<file path="src/rtl/bpa_pkg.sv">
// Shared types and constants for the bitmap page allocator.
// Used by the engine, the top level and the checker; no dependencies.
package bpa_pkg;

  localparam int MAP_BYTES_DEF   = 4096;
  localparam int BLOCK_SHIFT_DEF = 12;

  localparam logic [14:0] START_RESET = 15'd256;
  localparam logic [7:0]  FULL_BYTE   = 8'hFF;

  typedef enum logic [1:0] {
    REQ_ALLOC   = 2'd0,
    REQ_FREE    = 2'd1,
    REQ_RELEASE = 2'd2,
    REQ_RESERVE = 2'd3
  } req_t;

  typedef enum logic [1:0] {
    ST_OK           = 2'd0,
    ST_NO_FREE      = 2'd1,
    ST_OUT_OF_RANGE = 2'd2
  } status_t;

  typedef enum logic [3:0] {
    S_CLEAR,
    S_IDLE,
    S_ALLOC,
    S_SCAN,
    S_PREP,
    S_SUM,
    S_CHECK,
    S_RANGE,
    S_DONE
  } state_t;

  function automatic logic [2:0] lowest_zero(input logic [7:0] v);
    logic [2:0] idx;
    idx = 3'd0;
    for (int i = 7; i >= 0; i--) begin
      if (!v[i]) begin
        idx = 3'(i);
      end
    end
    return idx;
  endfunction

  function automatic logic [7:0] span_mask(input logic [2:0] lo, input logic [2:0] hi);
    logic [7:0] m;
    m = 8'd0;
    for (int i = 0; i < 8; i++) begin
      m[i] = (3'(i) >= lo) && (3'(i) <= hi);
    end
    return m;
  endfunction

endpackage

</file>
<file path="src/rtl/bpa_engine.sv">
// Request sequencer for the bitmap page allocator: clearing pass, allocation
// scan, range read-modify-write and the result register. Uses bpa_pkg.
module bpa_engine #(
  parameter int MAP_BYTES   = bpa_pkg::MAP_BYTES_DEF,
  parameter int BLOCK_SHIFT = bpa_pkg::BLOCK_SHIFT_DEF,
  parameter int AW          = 12
) (
  input  logic          clk,
  input  logic          rst_n,
  input  logic          cfg_we,
  input  logic [14:0]   cfg_wdata,
  input  logic          in_valid,
  output logic          in_stall,
  input  logic [1:0]    in_req_type,
  input  logic [31:0]   in_addr,
  input  logic [31:0]   in_end_addr,
  output logic          out_valid,
  input  logic          out_stall,
  output logic [31:0]   out_block_addr,
  output logic [1:0]    out_status,
  output logic          mem_we,
  output logic [AW-1:0] mem_waddr,
  output logic [7:0]    mem_wdata,
  output logic [AW-1:0] mem_raddr,
  input  logic [7:0]    mem_rdata
);

  localparam int              TOTAL     = MAP_BYTES * 8;
  localparam logic [AW-1:0]   LAST_BYTE = AW'(MAP_BYTES - 1);
  localparam logic [32:0]     TOTAL33   = 33'(TOTAL);

  bpa_pkg::state_t  state_r, state_nxt;
  bpa_pkg::req_t    req_r, req_nxt;
  bpa_pkg::status_t res_status_r, res_status_nxt;
  bpa_pkg::status_t out_status_r;

  logic [14:0]   start_r;
  logic [AW-1:0] cur_r, cur_nxt;
  logic          iss_r, iss_nxt;
  logic          pend_r, pend_nxt;
  logic [AW-1:0] pend_byte_r, pend_byte_nxt;
  logic [7:0]    cur_mask_r, cur_mask_nxt;
  logic [7:0]    pend_mask_r, pend_mask_nxt;
  logic [31:0]   addr_r, addr_nxt;
  logic [31:0]   end_r, end_nxt;
  logic [31:0]   diff_r, diff_nxt;
  logic          lt_r, lt_nxt;
  logic [31:0]   first_r, first_nxt;
  logic [32:0]   last_r, last_nxt;
  logic [AW-1:0] fb_r, fb_nxt;
  logic [AW-1:0] lb_r, lb_nxt;
  logic [2:0]    lo_r, lo_nxt;
  logic [2:0]    hi_r, hi_nxt;
  logic [31:0]   res_addr_r, res_addr_nxt;
  logic          out_valid_r, out_valid_nxt;
  logic [31:0]   out_addr_r;
  logic          load;

  logic [31:0]   start32;
  logic [7:0]    eff;
  logic          hit;
  logic [2:0]    bitx;
  logic          issue;
  logic          empty;
  logic          skip;
  logic [32:0]   lastc;
  logic [2:0]    rlo, rhi;
  logic [7:0]    rmask;

  always_ff @(posedge clk) begin
    if (!rst_n) begin
      state_r     <= bpa_pkg::S_CLEAR;
      start_r     <= bpa_pkg::START_RESET;
      cur_r       <= '0;
      iss_r       <= 1'b0;
      pend_r      <= 1'b0;
      out_valid_r <= 1'b0;
    end else begin
      state_r     <= state_nxt;
      cur_r       <= cur_nxt;
      iss_r       <= iss_nxt;
      pend_r      <= pend_nxt;
      out_valid_r <= out_valid_nxt;
      if (cfg_we) begin
        start_r <= cfg_wdata;
      end
    end
  end

  always_ff @(posedge clk) begin
    req_r        <= req_nxt;
    res_status_r <= res_status_nxt;
    pend_byte_r  <= pend_byte_nxt;
    cur_mask_r   <= cur_mask_nxt;
    pend_mask_r  <= pend_mask_nxt;
    addr_r       <= addr_nxt;
    end_r        <= end_nxt;
    diff_r       <= diff_nxt;
    lt_r         <= lt_nxt;
    first_r      <= first_nxt;
    last_r       <= last_nxt;
    fb_r         <= fb_nxt;
    lb_r         <= lb_nxt;
    lo_r         <= lo_nxt;
    hi_r         <= hi_nxt;
    res_addr_r   <= res_addr_nxt;
    if (load) begin
      out_addr_r   <= res_addr_r;
      out_status_r <= res_status_r;
    end
  end

  always_comb begin
    state_nxt      = state_r;
    req_nxt        = req_r;
    res_status_nxt = res_status_r;
    cur_nxt        = cur_r;
    iss_nxt        = iss_r;
    pend_nxt       = 1'b0;
    pend_byte_nxt  = cur_r;
    cur_mask_nxt   = cur_mask_r;
    pend_mask_nxt  = cur_mask_r;
    addr_nxt       = addr_r;
    end_nxt        = end_r;
    diff_nxt       = diff_r;
    lt_nxt         = lt_r;
    first_nxt      = first_r;
    last_nxt       = last_r;
    fb_nxt         = fb_r;
    lb_nxt         = lb_r;
    lo_nxt         = lo_r;
    hi_nxt         = hi_r;
    res_addr_nxt   = res_addr_r;
    load           = 1'b0;
    mem_we         = 1'b0;
    mem_waddr      = pend_byte_r;
    mem_wdata      = bpa_pkg::FULL_BYTE;
    mem_raddr      = cur_r;

    start32 = 32'(start_r);
    eff     = mem_rdata | pend_mask_r;
    hit     = pend_r && (eff != bpa_pkg::FULL_BYTE);
    bitx    = bpa_pkg::lowest_zero(eff);
    issue   = 1'b0;
    empty   = ((req_r == bpa_pkg::REQ_RELEASE) && !lt_r) || ({1'b0, first_r} > last_r);
    skip    = last_r >= TOTAL33;
    lastc   = skip ? (TOTAL33 - 33'd1) : last_r;
    rlo     = (pend_byte_r == fb_r) ? lo_r : 3'd0;
    rhi     = (pend_byte_r == lb_r) ? hi_r : 3'd7;
    rmask   = bpa_pkg::span_mask(rlo, rhi);

    case (state_r)
      bpa_pkg::S_CLEAR: begin
        mem_we    = 1'b1;
        mem_waddr = cur_r;
        mem_wdata = bpa_pkg::FULL_BYTE;
        if (cur_r == LAST_BYTE) begin
          cur_nxt   = '0;
          state_nxt = bpa_pkg::S_IDLE;
        end else begin
          cur_nxt = cur_r + AW'(1);
        end
      end
      bpa_pkg::S_IDLE: begin
        if (in_valid) begin
          req_nxt   = bpa_pkg::req_t'(in_req_type);
          addr_nxt  = in_addr;
          end_nxt   = in_end_addr;
          state_nxt = (bpa_pkg::req_t'(in_req_type) == bpa_pkg::REQ_ALLOC) ?
                      bpa_pkg::S_ALLOC : bpa_pkg::S_PREP;
        end
      end
      bpa_pkg::S_ALLOC: begin
        res_addr_nxt = '0;
        if (start32 >= 32'(TOTAL)) begin
          res_status_nxt = bpa_pkg::ST_NO_FREE;
          state_nxt      = bpa_pkg::S_DONE;
        end else begin
          cur_nxt      = start32[AW+2:3];
          cur_mask_nxt = ~(bpa_pkg::FULL_BYTE << start_r[2:0]);
          iss_nxt      = 1'b1;
          state_nxt    = bpa_pkg::S_SCAN;
        end
      end
      bpa_pkg::S_SCAN: begin
        issue    = iss_r && !hit;
        pend_nxt = issue;
        if (issue) begin
          cur_mask_nxt = 8'd0;
          if (cur_r == LAST_BYTE) begin
            iss_nxt = 1'b0;
          end else begin
            cur_nxt = cur_r + AW'(1);
          end
        end
        if (hit) begin
          mem_we         = 1'b1;
          mem_waddr      = pend_byte_r;
          mem_wdata      = mem_rdata | (8'd1 << bitx);
          res_addr_nxt   = 32'({pend_byte_r, bitx}) << BLOCK_SHIFT;
          res_status_nxt = bpa_pkg::ST_OK;
          iss_nxt        = 1'b0;
          state_nxt      = bpa_pkg::S_DONE;
        end else if (pend_r && !iss_r) begin
          res_status_nxt = bpa_pkg::ST_NO_FREE;
          state_nxt      = bpa_pkg::S_DONE;
        end
      end
      bpa_pkg::S_PREP: begin
        first_nxt = addr_r >> BLOCK_SHIFT;
        diff_nxt  = end_r - addr_r - 32'd1;
        lt_nxt    = addr_r < end_r;
        state_nxt = bpa_pkg::S_SUM;
      end
      bpa_pkg::S_SUM: begin
        case (req_r)
          bpa_pkg::REQ_RESERVE: last_nxt = {1'b0, end_r >> BLOCK_SHIFT};
          bpa_pkg::REQ_RELEASE: last_nxt = {1'b0, first_r} + {1'b0, diff_r >> BLOCK_SHIFT};
          default:              last_nxt = {1'b0, first_r};
        endcase
        state_nxt = bpa_pkg::S_CHECK;
      end
      bpa_pkg::S_CHECK: begin
        res_addr_nxt = '0;
        if (empty) begin
          res_status_nxt = bpa_pkg::ST_OK;
          state_nxt      = bpa_pkg::S_DONE;
        end else if ({1'b0, first_r} >= TOTAL33) begin
          res_status_nxt = bpa_pkg::ST_OUT_OF_RANGE;
          state_nxt      = bpa_pkg::S_DONE;
        end else begin
          res_status_nxt = skip ? bpa_pkg::ST_OUT_OF_RANGE : bpa_pkg::ST_OK;
          fb_nxt         = first_r[AW+2:3];
          lb_nxt         = lastc[AW+2:3];
          lo_nxt         = first_r[2:0];
          hi_nxt         = lastc[2:0];
          cur_nxt        = first_r[AW+2:3];
          iss_nxt        = 1'b1;
          state_nxt      = bpa_pkg::S_RANGE;
        end
      end
      bpa_pkg::S_RANGE: begin
        issue    = iss_r;
        pend_nxt = issue;
        if (issue) begin
          if (cur_r == lb_r) begin
            iss_nxt = 1'b0;
          end else begin
            cur_nxt = cur_r + AW'(1);
          end
        end
        if (pend_r) begin
          mem_we    = 1'b1;
          mem_waddr = pend_byte_r;
          mem_wdata = (req_r == bpa_pkg::REQ_RESERVE) ? (mem_rdata | rmask) :
                                                        (mem_rdata & ~rmask);
          if (!iss_r) begin
            state_nxt = bpa_pkg::S_DONE;
          end
        end
      end
      bpa_pkg::S_DONE: begin
        if (!out_valid_r || !out_stall) begin
          load      = 1'b1;
          state_nxt = bpa_pkg::S_IDLE;
        end
      end
      default: begin
        state_nxt = bpa_pkg::S_IDLE;
      end
    endcase

    out_valid_nxt = (out_valid_r && out_stall) || load;
  end

  assign in_stall       = (state_r != bpa_pkg::S_IDLE);
  assign out_valid      = out_valid_r;
  assign out_block_addr = out_addr_r;
  assign out_status     = out_status_r;

endmodule

</file>
<file path="config.mk">
export PLATFORM = sky130hd
export DESIGN_NAME = bpa_engine
export DESIGN_NICKNAME = d
export VERILOG_FILES = /design/src/rtl/bpa_pkg.sv /design/src/rtl/bpa_engine.sv
export SDC_FILE = /design/constraint.sdc
export NUM_CORES = 1
export LEC_CHECK = 0
export BUFFER_PORTS_ARGS = -buffer_cell sky130_fd_sc_hd__buf_2
export CORE_MARGIN = 10
export CORE_UTILIZATION = 53
export CTS_BUF_LIST = sky130_fd_sc_hd__clkbuf_4 sky130_fd_sc_hd__clkbuf_8 sky130_fd_sc_hd__clkbuf_16
export CTS_CLUSTER_SIZE = 25
export DETAILED_ROUTE_END_ITERATION = 8
export PLACE_DENSITY = 0.78
export SYNTH_ARGS = -nofsm -noshare
export SYNTH_HDL_FRONTEND = slang
export SYNTH_SLANG_ARGS = --single-unit
</file>
<file path="constraint.sdc">
create_clock -name clk -period 4.7 [get_ports clk]
set_input_delay 0.94 -clock clk [delete_from_list [all_inputs] [get_ports clk]]
set_output_delay 0.94 -clock clk [all_outputs]
set_load 0.1 [all_outputs]
</file>
==> results_dict.tcl <==
set metrics [dict create \
    die-width_um 179.0 \
    fmaxAchievable_mhz 242.7 \
    p_leak_nw 6.296 \
    mostFrequentLayoutCells "199 x edfxtp_1, 145 x buf_2, 104 x nor2_1" \
    worstPathCellList "nor2b_1 -> nand2_1 -> nor2_1 -> nand2_1 -> a31oi_1 -> a21oi_1 -> o22a_1 -> buf_2" \
    wl_met2_um 14380 \
    core_area_sq_mm 0.02504 \
    grt_setup_unrepaired "false" \
    initial_core_util 0.5350 \
    setup_total_neg_slack_ps 0 \
    cells_taking_the_most_area_after_synthesis "edfxtp_1 45%, ha_1 9.5%, dfxtp_1 7.9%" \
    cts_hold_buf 0 \
    cp-startpoint "state_r[0]$_SDFFE_PN0P_" \
    drt-wirelength-per-cell_um 17.57 \
    crit_path_frequent_cell "nand2_1" \
    numCtsBuffers 27 \
    r2r_slack_ps 1060 \
    crit_end "mem_wdata[7]" \
    dp.final_hpwl_um 23330 \
    async_flop_share 0 \
    rr_worst_depth 10 \
    synth.lib_cells_used.distinct 62 \
    min_path_type "reg -> reg" \
    synth_largest_area_cell "edfxtp_1" \
    drtAntennaViolNets 0 \
    run_status "completed" \
    timing.final.setup_violations 0 \
    netlist.area_leader.share 0.4461 \
    post_cts_resized 0 \
    syn-cell-area_sq_mm 0.01340 \
    mostFrequentLayoutCell "edfxtp_1" \
    post_synth_and_or_nand_nor_area_fraction 0.1274 \
    p_per_area_mw_per_mm2 303.0 \
    critical-path-max-stage-delay_ps 580 \
    detailed_routing_iteration_count_for_the_pre_antenna_repair_pass 5 \
    crit-reg2reg-capture "mem_raddr[1]$_SDFFE_PN0P_" \
    route.detailed.drc 0 \
    clkLatencyLatePin_ps 550 \
    synth_area_per_cell_sq_um 10.88 \
    grt_start_max_net_pins 45 \
    slew_headroom 0.2860 \
    clk_pin_slew_worst_paths_ps 70 \
    finalNetCount 1580 \
    diodes 0 \
    hold_viol 0 \
    irDropWorstVdd_uv 273.0 \
    placedCellCount 1684 \
    clock-sinks 252 \
    vias_per_inst 5.555 \
    routed.top_layer "met4" \
    post_cts.repair.setup_buffers 0 \
    place.gp.congestion 0.9270 \
    wl_um 30400 \
    finalNonFillerCells 1730 \
    fin_skew_ps 21.70 \
    critical_path_class "reg -> out" \
    fillcell_total 2105 \
    ys_seq_elements 252 \
    area_fraction_in_compound_gates_after_synthesis 0.1221 \
    root_buffer "clkbuf_16" \
    worst_path_max_delay_cell "dfxtp_1" \
    grt_overflow_total 0 \
    cts_max_path_buffers 3 \
    drt-initial-drc-count 622 \
    dp_worst_setup_slack_ps 652.7 \
    die-area_sq_mm 0.03203 \
    dr_wl_met3_um 2093 \
    io_pins 163 \
    worstSetupStartpointType "register" \
    synth.yosys.seq_area_share 0.5253 \
    cap_viol_max_count 0 \
    yosys_warnings 0 \
    yosys_most_used_dff "edfxtp_1" \
    synthAdderAreaFrac 0.09677 \
    critPathArrivalTime_ps 3180 \
    placement.io_buffers 145 \
    grt_antenna_before_repair 0 \
    detail_route.wirelength.met1_um 12860 \
    critPathCaptureType "output port" \
    grt_pass1_vias 9631 \
    die_height_um 179.0 \
    syn_to_final_growth_pct 14.14 \
    muxShareOfSynthArea 0.03727 \
    rows 58 \
    timing.critical_path.required_ps 3760 \
    cts_htree_levels 1 \
    cp_max_fo 10 \
    post-route-min-period_ps 4121 \
    post_synth_xor_area_fraction 0.04446 \
    max_slew.worst_pin.slew_ps 1071 \
    tritoncts "built" \
    global_route_wire_length_before_repair_um 48580 \
    finalWorstSetupSlack_ps 579.2 \
    layout_cells_sized_above_1 0.1657 \
    number_of_slew_limit_violations_in_the_final_report 0 \
    synth_edf_count 199 \
    grt_util_all_layers 0.1888 \
    post_synth_inst_count 1231 \
    regToRegStartpoint "first_r[10]$_DFFE_PP_" \
    fin_crit_sh 0.8768 \
    vias 9610 \
    synth_top_family_by_area "simple AND/OR/NAND/NOR gates" \
]
[layer usage]
layer | GRT usage | vias to the layer above
met2 | 0.3145 | 313
met3 | 0.03328 | 69
li1 | - | 4707
met4 | 0.07199 | 0
met1 | 0.2405 | 4521
met5 | 0 | -
[cell usage after synthesis, types with 15 or more instances]
cell type,count
clkbuf_1,27
dfxtp_1,53
xor2_1,24
mux2i_1,33
inv_1,96
nor2_1,104
ha_1,102
and2_1,17
buf_4,17
nor2b_1,28
nor3_1,25
mux2_2,15
nand2_1,69
a21oi_1,103
edfxtp_1,199
and3_1,20
xnor2_1,44
a21o_1,31
o21ai_0,37
nand3_1,35
[stage by stage]
step | power, mW | util | instance area (sq um) | hold slack, ps
3_5_place_dp | 2.655 | 0.5771 | 14450 | 326.9
6_report | 4.633 | 0.6107 | 15290 | 344.1
4_1_cts | 4.660 | 0.6107 | 15290 | 343.0
5_1_grt | 4.770 | 0.6107 | 15290 | 349.3
3_3_place_gp | 2.653 | 0.5771 | 14450 | 324.3
2_1_floorplan | 2.604 | - | 13460 | 323.3
[state kept, by name, indices dropped and copies added, names as in the netlist, 12 cells and up]
signal	flops
addr_r	32
lb_r	12
res_addr_r	15
first_r	20
fb_r	12
start_r	15
out_block_addr	15
end_r	32
last_r	21
pend_byte_r	12
mem_raddr	12
diff_r	20
[how the worst min path moves through the flow]
stage	depth (start not counted)	slack (ps)	from	end
finish	0	340	cur_mask_r[0]$_SDFFCE_PP0P_	pend_mask_r[0]$_DFF_P_
global route	0	350	cur_mask_r[6]$_SDFFCE_PP0P_	pend_mask_r[6]$_DFF_P_
CTS	0	340	cur_mask_r[0]$_SDFFCE_PP0P_	pend_mask_r[0]$_DFF_P_
detailed placement	0	330	cur_mask_r[6]$_SDFFCE_PP0P_	pend_mask_r[6]$_DFF_P_
global placement	0	320	cur_mask_r[2]$_SDFFCE_PP0P_	pend_mask_r[2]$_DFF_P_
floorplan	0	320	cur_mask_r[0]$_SDFFCE_PP0P_	pend_mask_r[0]$_DFF_P_
[cell type report]
class	instances	area, sq um	share of cell area
repair buffers	157	815.8	0.05336
well taps	330	412.9	0.02700
clock inverters	13	121.4	0.007938
flip-flops and latches	252	7037	0.4602
clock buffers	33	720.7	0.04714
inverters	96	360.3	0.02357
multi-input cells	849	5822	0.3808
[logic make-up (layout without fill, tap and decap cells)]
| family | count (synthesis) | after routing |
|---|---|---|
| buf+inv | 146 | 299 |
| xor+xnor | 68 | 68 |
| simple gates | 352 | 352 |
| fa+ha+maj | 103 | 103 |
| other cells | 1 | 17 |
| flops | 252 | 252 |
| compound gates | 261 | 261 |
| mux | 48 | 48 |
[critical path: cells and delay by family (launching register included)]
family / cells / cell delay, ps
buffers and inverters: 1 / 290
and+or+nand+nor: 4 / 1260
AOI/OAI and AO/OA: 3 / 500
DFF: 1 / 580
[power by group]
part	total, mW	leakage [nW]	internal [mW]	switching [mW]
sequential	2.41	2.18	2.40	0.0180
combinational	0.196	3.70	0.0573	0.139
clock	2.02	0.422	1.19	0.830
No activity file was read; power rests on OpenSTA's default activity.
